**config.mk**
```make
export PLATFORM = sky130hd
export DESIGN_NAME = gbs_overlap_unit
export DESIGN_NICKNAME = d
export VERILOG_FILES = /design/src/rtl/gbs_pkg.sv /design/src/rtl/gbs_overlap_unit.sv
export SDC_FILE = /design/constraint.sdc
export NUM_CORES = 2
export LEC_CHECK = 0
export ABC_AREA = 0
export BUFFER_PORTS_ARGS = -buffer_cell sky130_fd_sc_hd__buf_2
export CAP_MARGIN = 10
export CELL_PAD_IN_SITES_DETAIL_PLACEMENT = 1
export CELL_PAD_IN_SITES_GLOBAL_PLACEMENT = 1
export CORE_ASPECT_RATIO = 1.1
export CORE_UTILIZATION = 53
export CTS_CLUSTER_SIZE = 25
export DETAILED_ROUTE_END_ITERATION = 6
export MAX_ROUTING_LAYER = met4
export PLACE_DENSITY = 0.92
export SYNTH_ARGS = -nofsm -noshare
export SYNTH_HDL_FRONTEND = slang
export SYNTH_SLANG_ARGS = --single-unit
```
**constraint.sdc**
```tcl
create_clock -name clk_i -period 15.7 [get_ports clk_i]
set_input_delay 1.57 -clock clk_i [delete_from_list [all_inputs] [get_ports clk_i]]
set_output_delay 1.57 -clock clk_i [all_outputs]
set_load 0.05 [all_outputs]
```
**src/rtl/gbs_pkg.sv**
```systemverilog
// Shared types and constants for the greedy box suppression block.
// Used by the overlap unit and the top level; no dependencies.
package gbs_pkg;

  localparam int unsigned CoordW = 16;
  localparam int unsigned SizeW  = 15;
  localparam int unsigned AreaW  = 2 * SizeW;
  localparam int unsigned ThrW   = 9;
  localparam int unsigned IdxW   = 10;
  localparam int unsigned UnionW = AreaW + 1;
  localparam int unsigned LhsW   = AreaW + 8;
  localparam int unsigned RhsW   = ThrW + UnionW;

  localparam logic [ThrW-1:0] ThrReset = ThrW'(128);

  typedef struct packed {
    logic signed [CoordW-1:0] left;
    logic signed [CoordW-1:0] top;
    logic        [SizeW-1:0]  width;
    logic        [SizeW-1:0]  height;
  } box_t;

  typedef struct packed {
    box_t             box;
    logic [AreaW-1:0] area;
  } kept_entry_t;

  // Result of one overlap test, handed back to the sequencer
  typedef struct packed {
    logic valid;
    logic suppress;
  } cmp_res_t;

endpackage

```
**src/rtl/gbs_overlap_unit.sv**
```systemverilog
// Pipelined overlap test: intersection, union and the Q8 ratio compare of one
// incoming box against one stored box per cycle. Depends on gbs_pkg.
module gbs_overlap_unit import gbs_pkg::*; (
  input  logic              clk_i,
  input  logic              rst_ni,
  input  logic              valid_i,
  input  logic              flush_i,
  input  box_t              cur_box_i,
  input  logic [AreaW-1:0]  cur_area_i,
  input  kept_entry_t       entry_i,
  input  logic [ThrW-1:0]   thr_i,
  output cmp_res_t          res_o
);

  logic signed [CoordW+1:0] cur_r, ent_r, min_r, max_l;
  logic signed [CoordW+1:0] cur_b, ent_b, min_b, max_t;
  logic signed [CoordW+1:0] ow, oh;

  logic                 s1_valid_q, s2_valid_q, s3_valid_q, s4_valid_q;
  logic [SizeW-1:0]     ow_q, oh_q;
  logic [AreaW-1:0]     s1_area_q, s2_area_q;
  logic [AreaW-1:0]     inter_q;
  logic [AreaW-1:0]     s3_inter_q;
  logic [UnionW-1:0]    union_q;
  logic [LhsW-1:0]      lhs_q;
  logic [RhsW-1:0]      rhs_q;

  // Overlap extent on each axis
  always_comb begin
    cur_r = 18'(cur_box_i.left) + $signed({3'b000, cur_box_i.width});
    ent_r = 18'(entry_i.box.left) + $signed({3'b000, entry_i.box.width});
    min_r = (cur_r < ent_r) ? cur_r : ent_r;
    max_l = (cur_box_i.left > entry_i.box.left) ? 18'(cur_box_i.left)
                                                 : 18'(entry_i.box.left);
    ow    = min_r - max_l;
    cur_b = 18'(cur_box_i.top) + $signed({3'b000, cur_box_i.height});
    ent_b = 18'(entry_i.box.top) + $signed({3'b000, entry_i.box.height});
    min_b = (cur_b < ent_b) ? cur_b : ent_b;
    max_t = (cur_box_i.top > entry_i.box.top) ? 18'(cur_box_i.top)
                                               : 18'(entry_i.box.top);
    oh    = min_b - max_t;
  end

  // Stage valids, dropped on flush
  always_ff @(posedge clk_i or negedge rst_ni) begin
    if (!rst_ni) begin
      s1_valid_q <= 1'b0;
      s2_valid_q <= 1'b0;
      s3_valid_q <= 1'b0;
      s4_valid_q <= 1'b0;
    end else if (flush_i) begin
      s1_valid_q <= 1'b0;
      s2_valid_q <= 1'b0;
      s3_valid_q <= 1'b0;
      s4_valid_q <= 1'b0;
    end else begin
      s1_valid_q <= valid_i;
      s2_valid_q <= s1_valid_q;
      s3_valid_q <= s2_valid_q;
      s4_valid_q <= s3_valid_q;
    end
  end

  // Datapath: clamp extents, multiply, form union, scale by threshold
  always_ff @(posedge clk_i) begin
    // an empty axis makes the whole intersection empty
    ow_q       <= (ow > 0 && oh > 0) ? ow[SizeW-1:0] : '0;
    oh_q       <= (ow > 0 && oh > 0) ? oh[SizeW-1:0] : '0;
    s1_area_q  <= entry_i.area;
    inter_q    <= ow_q * oh_q;
    s2_area_q  <= s1_area_q;
    union_q    <= UnionW'(cur_area_i) + UnionW'(s2_area_q) - UnionW'(inter_q);
    s3_inter_q <= inter_q;
    rhs_q      <= thr_i * union_q;
    lhs_q      <= {s3_inter_q, 8'h00};
  end

  assign res_o.valid    = s4_valid_q;
  assign res_o.suppress = RhsW'(lhs_q) > rhs_q;

endmodule

```
==> results.py <==
metrics = {
    "floorplanning": {
        "die-area_um2": 59340,
        "ios": 199,
        "fp.dieW_um": 232.4,
        "std_cell_rows": 92,
        "die_y_um": 255.4,
        "start_util": 0.5386,
        "coreArea_um2": 57440,
    },
    "yosys": {
        "synth_commonest_cells": "inv_1 (624), fa_1 (407), nand2_1 (392)",
        "yosysMostFrequentCell": "inv_1",
        "yosys-top-cells-area": "fa_1 (26%), dfxtp_1 (16%), ha_1 (15%)",
        "synth_edf_count": 0,
        "synth_seq_cells": 255,
        "synthDistinctLibCells": 103,
        "netlist_area_um2": 30930,
        "synthCells": 3440,
        "ys_warn_count": 0,
        "synth_fp_nets": 4415,
        "synth_top_cell_by_area": "fa_1",
        "avgSynthCellArea_um2": 8.993,
        "synth_top_cell_area_share": 0.2634,
        "synth-seq-area-share": 0.1657,
        "synthFlopType": "dfxtp_1",
        "async_reset_ff_frac": 0.01569,
    },
    "sta": {
        "grt_setup_unrepaired": "no",
        "fin_skew_ns": 0.02162,
        "worstMarginPinSlew_ns": 1.187,
        "final_max_slew_viol_count": 0,
        "post-route-min-period_ns": 8.652,
        "hold_violations": 0,
        "timing.final.ws_setup_ns": 7.048,
        "max_freq_mhz": 115.6,
        "finalSetupViolations": 0,
        "relSlewSlack": 0.2067,
        "tns_ns": 0,
        "fin_crit_sh": 0.5511,
    },
    "grt": {
        "antenna_found_initial": 4,
        "first_global_vias": 30000,
        "grt_max_degree": 32,
        "overflow": 0,
        "grt_usage": 0.3629,
        "grt_pass1_wl_um": 163800,
    },
    "clock_tree": {
        "clk_path_buf_depth": 3,
        "cts_setup_buffers": 0,
        "cts.sinks": 255,
        "htree_levels": 1,
        "tritoncts": "built",
        "ctsResizeCount": 0,
        "cts_buffers": 27,
        "cts_root_buffer": "clkbuf_16",
        "worstSkewPairLatency_ns": 0.60,
        "clkTransAtPathRegs_ns": 0.07,
        "cts_hold_buf": 0,
    },
    "job": {
        "drv_cap": 0,
    },
    "critical_path": {
        "cp_common_cell": "a21o_1",
        "critPathCaptureType": "register",
        "slowest_stage": "o21a_1",
        "reg2reg_depth": 20,
        "cp-start-kind": "input pin",
        "r2r_end": "inter_q[29]$_DFF_P_",
        "cp.arrival_ns": 9.13,
        "worstPathRequired_ns": 16.18,
        "cp_max_fo": 16,
        "r2r_slack_ns": 7.63,
        "max_stage_delay_ns": 0.71,
        "timing.rr.start": "ow_q[7]$_SDFF_PN0_",
        "worst-setup-path-type": "in -> reg",
    },
    "route": {
        "wl_um": 102800,
        "ant_nets": 0,
        "first_iter_violations": 1585,
        "drc": 0,
        "routedWlPerCell_um": 23.67,
        "vias": 25890,
        "dr.pass1.iters": 5,
        "vias_per_cell": 5.960,
    },
    "final_layout": {
        "postLayoutCellArea_um2": 33410,
        "layout.cells.non_filler": 4344,
        "area_growth_pct": 7.996,
        "nets": 4542,
        "drive_above_1_share": 0.08974,
    },
    "worst_hold_path": {
        "hold_class": "reg -> reg",
        "min_to": "s2_area_q[14]$_DFF_P_",
        "whs_path_depth": 0,
        "hp-start": "s1_area_q[14]$_DFF_P_",
    },
    "outcome": {
        "outcome": "finished, final reports clean",
    },
    "placed_design": {
        "dp_slack_ns": 6.511,
        "dp_cells": 4290,
        "dp_hpwl_um": 76540,
        "routabilityCongestion": 0.8976,
        "place_area_um2": 32470,
        "io_buffers": 198,
    },
}
## cell type report
cell class | instances | area [um^2]
multi-input combinational | 2458 | 23050
inverter | 624 | 2342
clock inverter | 19 | 220.2
fill | 6698 | 24030
sequential | 255 | 5125
tap | 752 | 940.9
timing repair buffer | 201 | 1013
clock buffer | 31 | 710.7
antenna | 4 | 10.01
## metal layers
layer	global-route usage	wire, um	vias up
met5	-	0	-
met4	0.2188	6885	0
met3	0.05056	5011	500
met2	0.6551	54630	1123
met1	0.3666	36320	13020
li1	-	-	11250
## metrics by stage
step | utilization | hold slack (ns)
2_1_floorplan | - | 0.3096
3_3_place_gp | 0.5652 | 0.3098
3_5_place_dp | 0.5652 | 0.3136
4_1_cts | 0.5814 | 0.3251
5_1_grt | 0.5816 | 0.3337
6_report | 0.5816 | 0.3210
## critical path, delay by kind of cell
| kind | cells | cell delay [ns] |
|---|---|---|
| AO/OA/AOI/OAI | 16 | 4.10 |
| XOR/XNOR | 2 | 0.39 |
| adder cells (fa/ha/maj) | 4 | 1.22 |
| buffers and inverters | 3 | 0.25 |
| multiplexers | 1 | 0.31 |
| AND/OR/NAND/NOR | 5 | 1.29 |
## cells by family after synthesis
logic type,Yosys count,share of synthesized area
compound gates,529,0.1175
flops,255,0.1657
mux,68,0.02277
fa+ha+maj,778,0.4134
simple gates,936,0.1490
xor+xnor,147,0.04186
buf+inv,727,0.08975
## worst max-delay path by stage
stage / startpoint / to / slack (ns) / cells past startpoint
final: cur_box_i[1] / ow_q[9]$_SDFF_PN0_ / 7.05 / 31
after global routing: entry_i[46] / oh_q[5]$_SDFF_PN0_ / 6.50 / 32
after detailed placement: cur_box_i[1] / ow_q[9]$_SDFF_PN0_ / 6.51 / 31
after global placement: entry_i[46] / oh_q[8]$_SDFF_PN0_ / 6.75 / 31
after CTS: entry_i[46] / oh_q[8]$_SDFF_PN0_ / 7.08 / 31
after floorplan: entry_i[46] / oh_q[13]$_SDFF_PN0_ / 7.66 / 33
## sequential cells by signal, indices dropped and copies added, names as in the netlist
name / cells
s3_inter_q: 30
rhs_q: 40
union_q: 31
s2_valid_q: 1
inter_q: 30
ow_q: 15
s1_valid_q: 1
s1_area_q: 30
s3_valid_q: 1
s2_area_q: 30
s4_valid_q: 1
lhs_q: 30
oh_q: 15
## layout by cell type, fill, tap and decap left out, types with 5 or more instances in the layout
cell       synthesis  layout
inv_1            624     624
fa_1             407     407
nand2_1          392     392
ha_1             371     371
dfxtp_1          251     251
buf_2              5     198
and2_1           191     191
a21oi_1          144     144
nor2_1           130     130
xnor2_1          103     103
o21ai_0           80      80
a21o_1            79      79
mux2i_1           52      52
o21a_1            44      44
xor2_1            43      43
nor2b_1           41      41
nand3_1           32      32
nand2b_1          27      27
o21bai_1          27      27
clkbuf_16          0      27
nor3_1            22      22
nand4_1           18      18
a31oi_1           17      15
nor3b_1           14      14
and3_1            14      14
mux2_2            14      14
o21ai_1           11      11
a211oi_1          10      10
o31a_1            10      10
a211o_1            9       9
nand3b_1           9       9
nor3_2             9       9
or2_2              8       8
o211ai_1           7       7
or3_1              6       6
a2111oi_0          6       6
a21boi_0           5       5
o2111ai_1          5       5
o31ai_1            5       5
Power is not shown: default switching activity piles up to over one toggle a cycle in this logic, so the estimate is an artifact.
