## src/rtl/gbs_ram.sv

```systemverilog
// Generic simple dual-port RAM: one write port, one read port with registered data.
// Standalone; no package needed.
module gbs_ram #(
  parameter int unsigned Width = 8,
  parameter int unsigned Depth = 64
) (
  input  logic                                     clk_i,
  input  logic                                     we_i,
  input  logic [(Depth > 1 ? $clog2(Depth) : 1)-1:0] waddr_i,
  input  logic [Width-1:0]                         wdata_i,
  input  logic                                     re_i,
  input  logic [(Depth > 1 ? $clog2(Depth) : 1)-1:0] raddr_i,
  output logic [Width-1:0]                         rdata_o
);

  logic [Width-1:0] mem_q [Depth];

  // Write port
  always_ff @(posedge clk_i) begin
    if (we_i) begin
      mem_q[waddr_i] <= wdata_i;
    end
  end

  // Registered read port
  always_ff @(posedge clk_i) begin
    if (re_i) begin
      rdata_o <= mem_q[raddr_i];
    end
  end

endmodule

```

## config.mk

```make
export PLATFORM = sky130hd
export DESIGN_NAME = gbs_ram
export DESIGN_NICKNAME = d
export VERILOG_FILES = /design/src/rtl/gbs_ram.sv
export SDC_FILE = /design/constraint.sdc
export NUM_CORES = 1
export LEC_CHECK = 0
export BUFFER_PORTS_ARGS = -buffer_cell sky130_fd_sc_hd__buf_4
export CORE_UTILIZATION = 65
export CTS_BUF_LIST = sky130_fd_sc_hd__clkbuf_8
export DETAILED_ROUTE_END_ITERATION = 10
export PLACE_DENSITY = 0.88
export SKIP_LAST_GASP = 1
export SYNTH_ARGS = -nofsm -noshare
export SYNTH_HDL_FRONTEND = slang
export SYNTH_SLANG_ARGS = --single-unit
```

## constraint.sdc

```tcl
create_clock -name clk_i -period 2.16 [get_ports clk_i]
set_input_delay 0.108 -clock clk_i [delete_from_list [all_inputs] [get_ports clk_i]]
set_output_delay 0.108 -clock clk_i [all_outputs]
set_load 0.01 [all_outputs]
```

==> results of run 1 <==
-- metrics by stage --
stage / setup slack [ns] / total power [mW] / cell area [sq um]
final: 0.0603 / 19.5 / 23000
after global placement: -0.171 / 12.5 / 21600
after detailed placement: -0.218 / 12.5 / 21600
after floorplan: 0.246 / 12.0 / 20200
after global routing: 0.00496 / 20.0 / 23000
after CTS: 0.0552 / 19.5 / 23000
-- sequential cells by signal (all words and copies together) (netlist names) --
signal   count
mem_q      512
rdata_o      8
-- per-layer routing --
metal	share of wire [%]	GRT usage (%)	routed length (um)	vias to the layer above
met5	0	0	0	-
met4	3.8	10.9	1770	0
met3	13	6.48	6120	139
met2	49	50.3	23100	956
met1	34	43.3	16100	5366
li1	-	-	-	4292
-- path summary, 6_finish.rpt --
path                           to              startpoint
max          rdata_o[5]$_DFFE_PP_  mem_q[50][5]$_DFFE_PP_
min          rdata_o[3]$_DFFE_PP_              raddr_i[5]
max reg2reg  rdata_o[5]$_DFFE_PP_  mem_q[50][5]$_DFFE_PP_
min reg2reg  rdata_o[6]$_DFFE_PP_  mem_q[26][6]$_DFFE_PP_
-- logic make-up (layout without fill, tap and decap cells) --
kind of cell	Yosys count	after routing
flip-flops	520	520
AND/OR/NAND/NOR	153	153
buffers and inverters	51	278
multiplexers	162	162
AO/OA/AOI/OAI	54	54
-- cell type report --
cell class / instances / area share, %
flip-flops and latches: 520 / 67.8
multi-input cells: 369 / 18.8
repair buffers: 148 / 5.43
clock buffers: 78 / 4.66
well taps: 396 / 2.15
clock inverters: 52 / 1.16
-- worst max-delay path, stage by stage, from the launching register on --
cell      delay (ns)
edfxtp_1        0.38
mux4_2          0.54
mux4_2          0.54
o21ai_1         0.23
o41ai_1         0.14
-- timing repair --
action                                  CTS  global route
hold endpoints to repair                  9             0
resized for setup                         2             0
hold buffers                              3             0
endpoints found under the setup margin    2             0
-- layout by cell type (no fill, tap or decap), drive strengths merged, types with 2 or more instances in the layout --
cell type    Yosys  layout
nand2           19      19
mux4           126     126
o41ai            2       2
a21oi            3       3
a22oi            3       3
o221ai           8       8
nor2b           14      14
a2111oi          2       2
nor4             2       2
clkbuf          17      79
mux2i           23      23
nand2b           7       7
edfxtp         520     520
o21a             2       2
o21ai            4       4
o2111ai          3       3
buf             34     144
o32ai            2       2
nor3             7       7
mux2            13      13
o221a            2       2
o2bb2ai          3       3
a211oi           4       4
a221oi           6       6
inv              0      23
o22ai            8       8
nand3           13      13
clkinv           0      29
nand3b           3       3
nor2            83      83
nand4            2       2
dlygate4sd3      0       3
-- where the power goes --
part,switching (mW),internal (mW)
Sequential,0.0291,11.2
Combinational,0.681,0.459
Clock,3.72,3.40
Total,4.43,15.0
==> results.json, run 1 <==
{
  "status": "completed",
  "avgSynthCellArea_sq_um": 21.5,
  "fp.dieH_um": 178,
  "p_per_area_mw_per_mm2": 846,
  "ys_seq_elements": 520,
  "fin_util_pct": 75.3,
  "synth_ff_type": "edfxtp_1",
  "drc": 0,
  "die_area_sq_mm": 0.0319,
  "whs_ns": 0.0250,
  "yosysTopAreaCell": "edfxtp_1",
  "ys_top_cells_by_count": "520 x edfxtp_1, 126 x mux4_2, 83 x nor2_1",
  "synth_fa_ha_area_share_pct": 0,
  "r2r_cells": 4,
  "finalCriticalPeriod_ns": 2.10,
  "max_slew_margin_pct": 51.5,
  "h-tree-depth": 3,
  "synth-edff-count": 520,
  "ys_types": 39,
  "ys_warn_count": 0,
  "seq_area_sq_mm": 0.0156,
  "diodes": 0,
  "fin_skew_ns": 0.0269,
  "async_flop_share_pct": 0,
  "worstPathMaxFanout": 1,
  "grt_pass1_vias": 11000,
  "ios": 31,
  "clock.fmax_mhz": 476,
  "dp.cells": 1430,
  "cts_tree": "yes",
  "holdPathStages": 2,
  "syn2layout_area_growth_pct": 13.7,
  "muxShareOfSynthArea_pct": 15.9,
  "root_buffer": "clkbuf_8",
  "grt-ovfl-total": 0,
  "dr.pass1.iters": 5,
  "routabilityCongestion": 0.904,
  "rsz0062_at_grt": "false",
  "worst_slew_pin_slew_ns": 0.728,
  "hp-class": "input port to flop",
  "ir_drop_mv": 0.641,
  "synthXorXnorAreaFrac_pct": 0,
  "final_cells": 1563,
  "yosys.area_share.simple_pct": 3.37,
  "hold_viol": 0,
  "synth_top_family_by_area": "multiplexers",
  "multiInputGateArea_sq_mm": 0.00433,
  "start_kind": "flop",
  "core_area_sq_mm": 0.0306,
  "drt-initial-drc-count": 1842,
  "ant_nets": 0,
  "wl_per_cell_um": 30.1,
  "arrival_ns": 2.44,
  "finalSetupTns_ns": 0,
  "required_ns": 2.50,
  "syn_nets": 963,
  "leakagePower_nw": 7.54,
  "maxCapViolations": 0,
  "num_vias": 10800,
  "fin_nets": 1139,
  "grt_use_total_pct": 31.3,
  "slew_violations": 0,
  "setup_viol": 0,
  "fillers": 1516,
  "io_buffers": 30,
  "yosysSeqAreaShare_pct": 77.1,
  "via_per_inst": 6.88,
  "synthCells": 940,
  "wl_um": 47100,
  "dp_hpwl_um": 28400,
  "grt_pass1_wl_um": 69800,
  "rows": 64,
  "synth_compound_area_share_pct": 2.06,
  "start_util_pct": 66.2,
  "grt_max_degree": 65,
  "clock-sinks": 520,
  "post-route-period-util_pct": 97.2,
  "synth_area_leaders": "edfxtp_1 77%, mux4_2 14%, nor2_1 1.5%",
  "layout-drive-gt1-share_pct": 32.6,
  "clk_pin_slew_ns": 0.06,
  "cts_setup_buffers": 0,
  "netlist_area_sq_mm": 0.0202,
  "cts_made_buffers": 77,
  "clk_path_buf_depth": 3,
  "die_x_um": 178,
  "antenna_found_initial": 0,
  "yosysMostFrequentCell": "edfxtp_1",
  "synth_top_area_share_pct": 77.1,
  "clk_latency_ns": 0.61,
  "path_class": "flop to flop",
  "r2r_slack_ns": 0.06,
  "crit_path_end_kind": "flop"
}
Power figures use the tool's default switching activity.
==> run 2: changes to the inputs <==
--- a/config.mk
+++ b/config.mk
@@ -6,10 +6,10 @@
 export NUM_CORES = 1
 export LEC_CHECK = 0
 export BUFFER_PORTS_ARGS = -buffer_cell sky130_fd_sc_hd__buf_4
-export CORE_UTILIZATION = 65
-export CTS_BUF_LIST = sky130_fd_sc_hd__clkbuf_8
+export CORE_UTILIZATION = 62
+export CTS_CLUSTER_SIZE = 10
 export DETAILED_ROUTE_END_ITERATION = 10
-export PLACE_DENSITY = 0.88
+export PLACE_DENSITY = 0.85
 export SKIP_LAST_GASP = 1
 export SYNTH_ARGS = -nofsm -noshare
 export SYNTH_HDL_FRONTEND = slang
==> run 2 against run 1 <==
Against the previous run: clock skew down 0.0061 ns; global-route usage shrank 1.0 points; sequential share of layout area shrank 1.1 points; design area up 1.6%; wire length increased by 2.6%; critical endpoint is now rdata_o[6]$_DFFE_PP_.
==> results.json, run 2 (synthesis results as in run 1) <==
{
  "status": "completed",
  "finalCriticalPeriod_ns": 2.11,
  "largest-register": "mem_q",
  "clk_latency_ns": 0.58,
  "start_util_pct": 63.5,
  "io_buffers": 30,
  "holdPathStages": 2,
  "drt-initial-drc-count": 1765,
  "dr.pass1.iters": 6,
  "hold_viol": 0,
  "antenna_found_initial": 0,
  "largest_reg_flops": 512,
  "crit_path_end_kind": "flop",
  "grt_pass1_vias": 11000,
  "grt_use_total_pct": 30.2,
  "die_x_um": 183,
  "setup_viol": 0,
  "grt_pass1_wl_um": 71300,
  "wl_per_cell_um": 31.1,
  "fin_skew_ns": 0.0208,
  "grt_max_degree": 65,
  "cts_tree": "yes",
  "drc": 0,
  "crit_buf_inv": 0,
  "r2r_slack_ns": 0.05,
  "slowest_delay_ns": 0.52,
  "rows": 65,
  "fin_util_pct": 73.4,
  "fin_total_pwr_mw": 20.8,
  "placed_cell_area_sq_mm": 0.0218,
  "layout-drive-gt1-share_pct": 32.6,
  "wl_um": 48300,
  "hp-class": "input port to flop",
  "ir_drop_mv": 0.673,
  "clock.fmax_mhz": 474,
  "grt-ovfl-total": 0,
  "cp_cell_sequence": "mux4_2 -> mux2_2 -> o221a_2 -> nor3_4 -> o32ai_1",
  "clk_path_buf_depth": 3,
  "die_area_sq_mm": 0.0334,
  "start_kind": "flop",
  "layout.cells.most_common": "edfxtp_1",
  "reg_top3": "mem_q x512, rdata_o x8",
  "final_cell_mix": "520 x edfxtp_1, 146 x buf_4, 126 x mux4_2",
  "fillers": 1713,
  "place_ws_ns": -0.295,
  "r2r_cells": 5,
  "h-tree-depth": 2,
  "fin_nets": 1134,
  "ant_nets": 0,
  "cts_made_buffers": 58,
  "leakagePower_nw": 7.60,
  "p_per_area_mw_per_mm2": 888,
  "arrival_ns": 2.43,
  "diodes": 0,
  "cts_setup_buffers": 0,
  "routabilityCongestion": 0.866,
  "core_area_sq_mm": 0.0319,
  "path_class": "flop to flop",
  "slew_violations": 0,
  "required_ns": 2.47,
  "ios": 31,
  "rsz0062_at_grt": "false",
  "worstPathMaxFanout": 1,
  "syn2layout_area_growth_pct": 15.5,
  "maxCapViolations": 0,
  "num_vias": 10800,
  "whs_ns": 0.0277,
  "max_slew_margin_pct": 51.7,
  "via_per_inst": 6.97,
  "clock-sinks": 520,
  "post-route-period-util_pct": 97.8,
  "fp.dieH_um": 183,
  "dp_hpwl_um": 28300,
  "root_buffer": "clkbuf_16",
  "finalWorstSetupSlack_ns": 0.0485,
  "worst-path-stages": 5,
  "design_area_sq_mm": 0.0234,
  "clk_pin_slew_ns": 0.06,
  "cp_slowest_cell": "mux4_2",
  "worst_slew_pin_slew_ns": 0.725,
  "path_delay_family": "multiplexers"
}
run 2: cell count changes in the layout (fill, tap and decap cells not counted), sizes merged:
cell,change
inv,-22
buf,+14
clkinv,-27
clkbuf,-18
bufinv,+1
run 2: cell type report:
cell class | count | area (sq um) | area share [%]
Clock buffer | 60 | 1480 | 6.33
Clock inverter | 4 | 47.5 | 0.203
Multi-Input combinational cell | 369 | 4330 | 18.5
Sequential cell | 520 | 15600 | 66.7
Tap cell | 435 | 544 | 2.33
Timing Repair Buffer | 162 | 1380 | 5.90
run 2: where the power goes:
| group | switching [mW] | total, mW | leakage (nW) | internal (mW) |
|---|---|---|---|---|
| clock | 3.50 | 8.39 | 0.752 | 4.89 |
| combinational | 0.681 | 1.16 | 2.17 | 0.476 |
| sequential | 0.0321 | 11.2 | 4.69 | 11.2 |
run 2: worst paths after layout:
| check | startpoint | end |
|---|---|---|
| setup reg to reg | mem_q[29][6]$_DFFE_PP_ | rdata_o[6]$_DFFE_PP_ |
| hold / removal | raddr_i[5] | rdata_o[3]$_DFFE_PP_ |
| setup / recovery | mem_q[29][6]$_DFFE_PP_ | rdata_o[6]$_DFFE_PP_ |
| hold reg to reg | mem_q[18][2]$_DFFE_PP_ | rdata_o[2]$_DFFE_PP_ |
run 2: repair_timing:
item,CTS,global route
endpoints found under the hold margin,9,0
pin swaps,0,0
hold buffers,3,0
gates resized for setup,1,1
setup endpoints to repair,1,1
run 2: stage by stage:
stage	TNS, ns	instances
finish	0	1550
global placement	-0.354	1483
floorplan	0	940
CTS	0	1550
global route	0	1550
detailed placement	-0.772	1483
run 2: metal layers:
layer / share of wire, % / up-vias / track usage [%]
li1: - / 4247 / -
met2: 49 / 921 / 48.8
met1: 35 / 5449 / 40.7
met5: 0 / - / 0
met4: 4.1 / 0 / 11.9
met3: 12 / 180 / 6.79
